## src/rtl/swmm_pkg.sv

```systemverilog
// Shared constants and control types for the sliding window min/max/sum block.
package swmm_pkg;

    // Configuration register and APB port geometry.
    localparam int CFG_W  = 7;
    localparam int APB_AW = 2;
    localparam int APB_DW = 32;

    // Running total width (wraps).
    localparam int SUM_W = 64;

    // Register map.
    localparam logic [APB_AW-1:0] ADDR_WINDOW_SIZE = 2'd0;

    localparam logic [CFG_W-1:0] WINDOW_RESET = 7'd1;

    // Top level to queue: one word accepted, and whether it ends the sequence.
    typedef struct packed {
        logic step;
        logic clear;
    } t_q_cmd;

    // Queue to each cell: broadcast control for the cycle.
    typedef struct packed {
        logic step;   // insert the new sample, pop dominated entries
        logic shift;  // front entry leaves, everything moves one cell left
        logic clear;  // sequence ended, drop all entries
    } t_cell_ctl;

endpackage

```

## src/rtl/swmm_cell.sv

```systemverilog
// One queue cell: holds a (value, position) entry and trades it with its neighbors.
module swmm_cell
    import swmm_pkg::*;
#(
    parameter int SAMPLE_WIDTH = 16,
    parameter int POS_W        = 7,
    parameter bit IS_MAX       = 1'b1,
    parameter bit IS_FRONT     = 1'b0
) (
    input  logic                           i_clk,
    input  logic                           i_rst_n,
    input  t_cell_ctl                      i_ctl,
    input  logic signed [SAMPLE_WIDTH-1:0] i_x,
    input  logic        [POS_W-1:0]        i_pos,
    input  logic                           i_left_ok,
    input  logic                           i_right_keep,
    input  logic signed [SAMPLE_WIDTH-1:0] i_right_value,
    input  logic        [POS_W-1:0]        i_right_pos,
    output logic                           o_keep,
    output logic                           o_left_ok,
    output logic                           o_valid,
    output logic signed [SAMPLE_WIDTH-1:0] o_value,
    output logic        [POS_W-1:0]        o_pos,
    output logic signed [SAMPLE_WIDTH-1:0] o_next_value
);

    logic                           r_valid;
    logic signed [SAMPLE_WIDTH-1:0] r_value;
    logic        [POS_W-1:0]        r_pos;
    logic                           n_valid;
    logic signed [SAMPLE_WIDTH-1:0] n_value;
    logic        [POS_W-1:0]        n_pos;

    logic                           dominated;
    logic                           pop;
    logic                           src_keep;
    logic signed [SAMPLE_WIDTH-1:0] src_value;
    logic        [POS_W-1:0]        src_pos;
    logic                           ins_ok;

    // Ties pop too: the newer sample replaces an equal one.
    assign dominated = IS_MAX ? (r_value <= i_x) : (i_x <= r_value);
    assign pop       = i_ctl.step & r_valid & dominated;
    assign o_keep    = r_valid & ~pop & ~(IS_FRONT & i_ctl.shift);
    // An expired front acts as the left edge of the survivors.
    assign o_left_ok = o_keep | (IS_FRONT & i_ctl.shift);

    assign src_keep  = i_ctl.shift ? i_right_keep  : o_keep;
    assign src_value = i_ctl.shift ? i_right_value : r_value;
    assign src_pos   = i_ctl.shift ? i_right_pos   : r_pos;
    assign ins_ok    = i_ctl.shift ? o_left_ok     : i_left_ok;

    always_comb begin
        n_valid = 1'b0;
        n_value = r_value;
        n_pos   = r_pos;
        if (src_keep) begin
            n_valid = 1'b1;
            n_value = src_value;
            n_pos   = src_pos;
        end else if (i_ctl.step && ins_ok) begin
            n_valid = 1'b1;
            n_value = i_x;
            n_pos   = i_pos;
        end
        if (i_ctl.clear) begin
            n_valid = 1'b0;
        end
    end

    always_ff @(posedge i_clk) begin
        if (!i_rst_n) begin
            r_valid <= 1'b0;
        end else begin
            r_valid <= n_valid;
        end
    end

    always_ff @(posedge i_clk) begin
        r_value <= n_value;
        r_pos   <= n_pos;
    end

    assign o_valid      = r_valid;
    assign o_value      = r_value;
    assign o_pos        = r_pos;
    assign o_next_value = n_value;

endmodule

```

## src/rtl/swmm_queue.sv

```systemverilog
// Monotonic queue built as a chain of cells, front at cell 0.
module swmm_queue
    import swmm_pkg::*;
#(
    parameter int MAX_WINDOW   = 64,
    parameter int SAMPLE_WIDTH = 16,
    parameter bit IS_MAX       = 1'b1
) (
    input  logic                                     i_clk,
    input  logic                                     i_rst_n,
    input  t_q_cmd                                   i_cmd,
    input  logic signed [SAMPLE_WIDTH-1:0]           i_x,
    input  logic [$clog2(2*MAX_WINDOW)-1:0]          i_pos,
    input  logic [CFG_W-1:0]                         i_window,
    output logic                                     o_stale,
    output logic                                     o_front_valid,
    output logic signed [SAMPLE_WIDTH-1:0]           o_front_next
);

    localparam int POS_W   = $clog2(2*MAX_WINDOW);
    localparam int POS_MOD = 2*MAX_WINDOW;
    localparam int AW      = ((POS_W + 1) > CFG_W) ? (POS_W + 1) : CFG_W;

    logic                           w_keep      [MAX_WINDOW];
    logic                           w_lk        [MAX_WINDOW];
    logic signed [SAMPLE_WIDTH-1:0] w_value     [MAX_WINDOW];
    logic        [POS_W-1:0]        w_pos       [MAX_WINDOW];
    logic                           w_left_ok   [MAX_WINDOW];
    logic                           w_rkeep     [MAX_WINDOW];
    logic signed [SAMPLE_WIDTH-1:0] w_rvalue    [MAX_WINDOW];
    logic        [POS_W-1:0]        w_rpos      [MAX_WINDOW];

    logic [AW-1:0] age;
    logic [AW-1:0] win;
    logic          expire;
    t_cell_ctl     ctl;

    // Age of the front entry, modulo the position count.
    always_comb begin
        if (i_pos >= w_pos[0]) begin
            age = AW'(i_pos) - AW'(w_pos[0]);
        end else begin
            age = AW'(i_pos) + AW'(POS_MOD) - AW'(w_pos[0]);
        end
    end

    assign win     = AW'(i_window);
    assign expire  = o_front_valid & (age >= win);
    // More than one entry would expire: drain the front first.
    assign o_stale = o_front_valid & (age > win);

    assign ctl.step  = i_cmd.step;
    assign ctl.clear = i_cmd.clear;
    assign ctl.shift = i_cmd.step ? expire : o_stale;

    for (genvar k = 0; k < MAX_WINDOW; k++) begin : g_cell
        if (k == 0) begin : g_left_edge
            assign w_left_ok[k] = 1'b1;
        end else begin : g_left
            assign w_left_ok[k] = w_lk[k-1];
        end

        if (k == MAX_WINDOW - 1) begin : g_right_edge
            assign w_rkeep[k]  = 1'b0;
            assign w_rvalue[k] = '0;
            assign w_rpos[k]   = '0;
        end else begin : g_right
            assign w_rkeep[k]  = w_keep[k+1];
            assign w_rvalue[k] = w_value[k+1];
            assign w_rpos[k]   = w_pos[k+1];
        end

        if (k == 0) begin : g_front
            swmm_cell #(
                .SAMPLE_WIDTH (SAMPLE_WIDTH),
                .POS_W        (POS_W),
                .IS_MAX       (IS_MAX),
                .IS_FRONT     (1'b1)
            ) u_cell (
                .i_clk         (i_clk),
                .i_rst_n       (i_rst_n),
                .i_ctl         (ctl),
                .i_x           (i_x),
                .i_pos         (i_pos),
                .i_left_ok     (w_left_ok[k]),
                .i_right_keep  (w_rkeep[k]),
                .i_right_value (w_rvalue[k]),
                .i_right_pos   (w_rpos[k]),
                .o_keep        (w_keep[k]),
                .o_left_ok     (w_lk[k]),
                .o_valid       (o_front_valid),
                .o_value       (w_value[k]),
                .o_pos         (w_pos[k]),
                .o_next_value  (o_front_next)
            );
        end else begin : g_body
            swmm_cell #(
                .SAMPLE_WIDTH (SAMPLE_WIDTH),
                .POS_W        (POS_W),
                .IS_MAX       (IS_MAX),
                .IS_FRONT     (1'b0)
            ) u_cell (
                .i_clk         (i_clk),
                .i_rst_n       (i_rst_n),
                .i_ctl         (ctl),
                .i_x           (i_x),
                .i_pos         (i_pos),
                .i_left_ok     (w_left_ok[k]),
                .i_right_keep  (w_rkeep[k]),
                .i_right_value (w_rvalue[k]),
                .i_right_pos   (w_rpos[k]),
                .o_keep        (w_keep[k]),
                .o_left_ok     (w_lk[k]),
                .o_valid       (),
                .o_value       (w_value[k]),
                .o_pos         (w_pos[k]),
                .o_next_value  ()
            );
        end
    end

endmodule

```

## config.mk

```make
export PLATFORM = sky130hd
export DESIGN_NAME = swmm_queue
export DESIGN_NICKNAME = d
export VERILOG_FILES = /design/src/rtl/swmm_pkg.sv /design/src/rtl/swmm_cell.sv /design/src/rtl/swmm_queue.sv
export SDC_FILE = /design/constraint.sdc
export NUM_CORES = 2
export LEC_CHECK = 0
export ABC_AREA = 1
export BUFFER_PORTS_ARGS = -buffer_cell sky130_fd_sc_hd__buf_4
export CAP_MARGIN = 40
export CORE_ASPECT_RATIO = 1.1
export CORE_UTILIZATION = 40
export CTS_CLUSTER_DIAMETER = 200
export DETAILED_ROUTE_END_ITERATION = 10
export GPL_ROUTABILITY_DRIVEN = 0
export HOLD_SLACK_MARGIN = 0.1
export SYNTH_ARGS = -nofsm -noshare
export SYNTH_HDL_FRONTEND = slang
export SYNTH_SLANG_ARGS = --single-unit
```

## constraint.sdc

```tcl
create_clock -name i_clk -period 11.72 [get_ports i_clk]
set_input_delay 0.586 -clock i_clk [delete_from_list [all_inputs] [get_ports i_clk]]
set_output_delay 0.586 -clock i_clk [all_outputs]
set_load 0.05 [all_outputs]
```

==> impl_metrics.json <==
{
  "drtAntennaViolNets": 0,
  "crit_top_cell": "nand2_1",
  "ir_worst_vdd_mv": 0.160,
  "first_pass_iters": 6,
  "crit_slowest_cell": "buf_4",
  "yosysWarningCount": 0,
  "antenna_found_initial": 2,
  "rr_worst_depth": 23,
  "insertion_delay_ns": 0.81,
  "cts_max_path_buffers": 3,
  "die_w_um": 453,
  "track_usage": 0.212,
  "finalSetupViolCount": 0,
  "r2r_end": "g_cell[8].g_body.u_cell.o_value[13]$_DFFE_PP_",
  "gr-total-overflow": 0,
  "grt_max_degree": 99,
  "hold_depth": 3,
  "setup_tns_ns": 0,
  "syn_avg_cell_area_um2": 9.31,
  "fin_crit_sh": 0.597,
  "skew_ns": 0.0226,
  "cap_violations": 0,
  "cts_tree": "built",
  "maxSlewHeadroom": 0.390,
  "leakagePower_nw": 37.9,
  "synthArstFlopShare": 0,
  "yosysMostFrequentCell": "nand2_1",
  "cts_root_buf": "clkbuf_16",
  "rrSetupSlack_ns": 5.33,
  "grt_setup_unrepaired": "no",
  "ys.flop_type": "edfxtp_1",
  "hold_viol_final": 0,
  "layout_min_cycle_time_ns": 6.99,
  "num_rows": 181,
  "final_max_slew_viol_count": 0,
  "ys_types": 34,
  "arrival_ns": 6.41,
  "stdcell_count": 12600,
  "io_buffers": 51,
  "die_h_um": 498,
  "core_area_mm2": 0.222,
  "setup_slack_ns": 4.73,
  "fp.dieArea_mm2": 0.226,
  "path_class": "input port to output pin",
  "synth_edf_count": 1456,
  "synth_seq_cells": 1536,
  "timing.hold.ws_ns": 0.155,
  "grt_first_pass_wirelength_um": 376000,
  "routed_wirelength_um": 241000,
  "syn_nets": 10700,
  "synth-seq-area-share": 0.506,
  "fmax_mhz": 143,
  "crit-reg2reg-launch": "g_cell[0].g_front.u_cell.o_pos[0]$_DFFE_PP_",
  "drc": 0,
  "clkSinkCount": 1536,
  "netlist_top_cells_area": "edfxtp_1 (49%), ha_1 (14%), nand2_1 (12%)",
  "viasPerCell": 5.41,
  "htreeDepth": 4,
  "worst_pin_slew_ns": 0.915,
  "startpoint_type": "input port",
  "layout.nets": 10600,
  "cts_made_buffers": 170,
  "synthCells": 9622,
  "path_clk_slew_ns": 0.06,
  "dp_cells": 12200,
  "synth_top_area_frac": 0.488,
  "io_pins": 52,
  "worstPathMaxFanout": 47,
  "postCtsSetupBuffers": 0,
  "pre_cts_slack_ns": 4.73,
  "min_from": "i_x[11]",
  "end_kind": "output pin",
  "vias": 68100,
  "initial_core_util": 0.404,
  "synth_commonest_cells": "nand2_1 (2933), o21ai_0 (1464), edfxtp_1 (1456)",
  "critPathMaxStageDelay_ns": 0.79,
  "drt_iter0_drc": 5684,
  "syn2layout_area_growth_pct": 10.2,
  "total_power_mw": 12.7,
  "status": "finished, final reports clean",
  "p_per_area_mw_per_mm2": 128,
  "place_hpwl_um": 156000,
  "synth_largest_area_cell": "edfxtp_1",
  "min_delay_worst_endpoint": "g_cell[63].g_body.u_cell.o_value[11]$_SDFFCE_PP0P_",
  "hold_class": "input port to flip-flop",
  "syn_area_mm2": 0.0896,
  "drive_gt1_frac": 0.0648,
  "grt_pass1_vias": 66200,
  "worstPathRequired_ns": 11.13,
  "routedWlPerCell_um": 19.2
}
==> metal layers <==
| metal | track usage | share of wire | up-vias |
|---|---|---|---|
| met4 | 0.0771 | 0.035 | 0 |
| met1 | 0.286 | 0.44 | 32300 |
| met5 | 0 | 0 | - |
| li1 | - | - | 33000 |
| met3 | 0.0288 | 0.064 | 490 |
| met2 | 0.344 | 0.46 | 2220 |
==> cell type report <==
| class | count | area [um2] |
|---|---|---|
| diodes | 1 | 2.50 |
| clock buffers | 213 | 4540 |
| clock inverters | 108 | 1240 |
| fillers | 20900 | 123000 |
| inverters | 663 | 2580 |
| multi-input cells | 6928 | 39200 |
| flip-flops and latches | 1536 | 45300 |
| well taps | 2928 | 3660 |
| repair buffers | 207 | 2170 |
==> critical path: cells and delay by family <==
family / cells / cell delay, ns
simple gates: 12 / 1.66
buf+inv: 7 / 2.75
fa+ha+maj: 3 / 0.94
compound gates: 2 / 0.22
xor+xnor: 1 / 0.16
==> stage by stage <==
| stage | utilization | cell area (um2) |
|---|---|---|
| CTS | 0.445 | 98700 |
| global route | 0.445 | 98700 |
| global placement | 0.413 | 91700 |
| detailed placement | 0.418 | 92800 |
| floorplan | - | 89600 |
| finish | 0.445 | 98700 |
==> registers in the layout, indices dropped and copies added, names as in the netlist <==
signal and flops:
g_cell.g_body.u_cell.o_valid 63, g_cell.g_front.u_cell.o_pos 7, g_cell.g_front.u_cell.o_valid 1, g_cell.g_body.u_cell.o_value 1008, g_cell.g_front.u_cell.o_value 16, g_cell.g_body.u_cell.o_pos 441
==> power by group <==
group          internal, mW  switching (mW)
Combinational         0.334           0.752
Sequential             6.02          0.0101
Clock                  3.27            2.29
Total                  9.62            3.06
==> cell families (layout without fill, tap and decap cells) <==
kind of cell    after synthesis  in the layout  share of synthesized area
fa+ha+maj                  1039           1039                      0.145
flops                      1536           1536                      0.506
buf+inv                    1158           1191                     0.0590
simple gates               3793           3793                      0.170
other cells                   0              1                          0
compound gates             2091           2091                      0.119
xor+xnor                      5              5                   0.000489
==> what timing repair did <==
item,4_1_cts,5_1_grt
setup endpoints to repair,0,0
gates resized for setup,0,0
hold buffers,20,0
endpoints found under the hold margin,20,0
==> placed cells by master, fill, tap and decap left out, types with 121 or more instances in the layout <==
master     netlist  routed
a21oi_1        418     418
buf_4           25     121
clkbuf_16        0     171
edfxtp_1      1456    1456
ha_1          1038    1038
inv_1          644     637
nand2_1       2933    2933
nand3_1        357     357
nor2_1         332     331
o21ai_0       1464    1403
==> worst max-delay path by stage <==
stage / startpoint / endpoint / slack (ns) / cells after the start
final: i_pos[0] / o_front_next[8] / 4.73 / 25
after global routing: i_pos[0] / o_front_next[8] / 4.47 / 25
after CTS: i_pos[0] / o_front_next[8] / 4.77 / 25
after detailed placement: i_pos[0] / g_cell[8].g_body.u_cell.o_value[9]$_DFFE_PP_ / 4.73 / 25
after global placement: i_pos[0] / g_cell[52].g_body.u_cell.o_value[10]$_DFFE_PP_ / 4.48 / 23
after floorplan: i_x[15] / g_cell[2].g_body.u_cell.o_pos[0]$_DFFE_PP_ / 5.57 / 16
No activity file was read; power rests on OpenSTA's default activity.
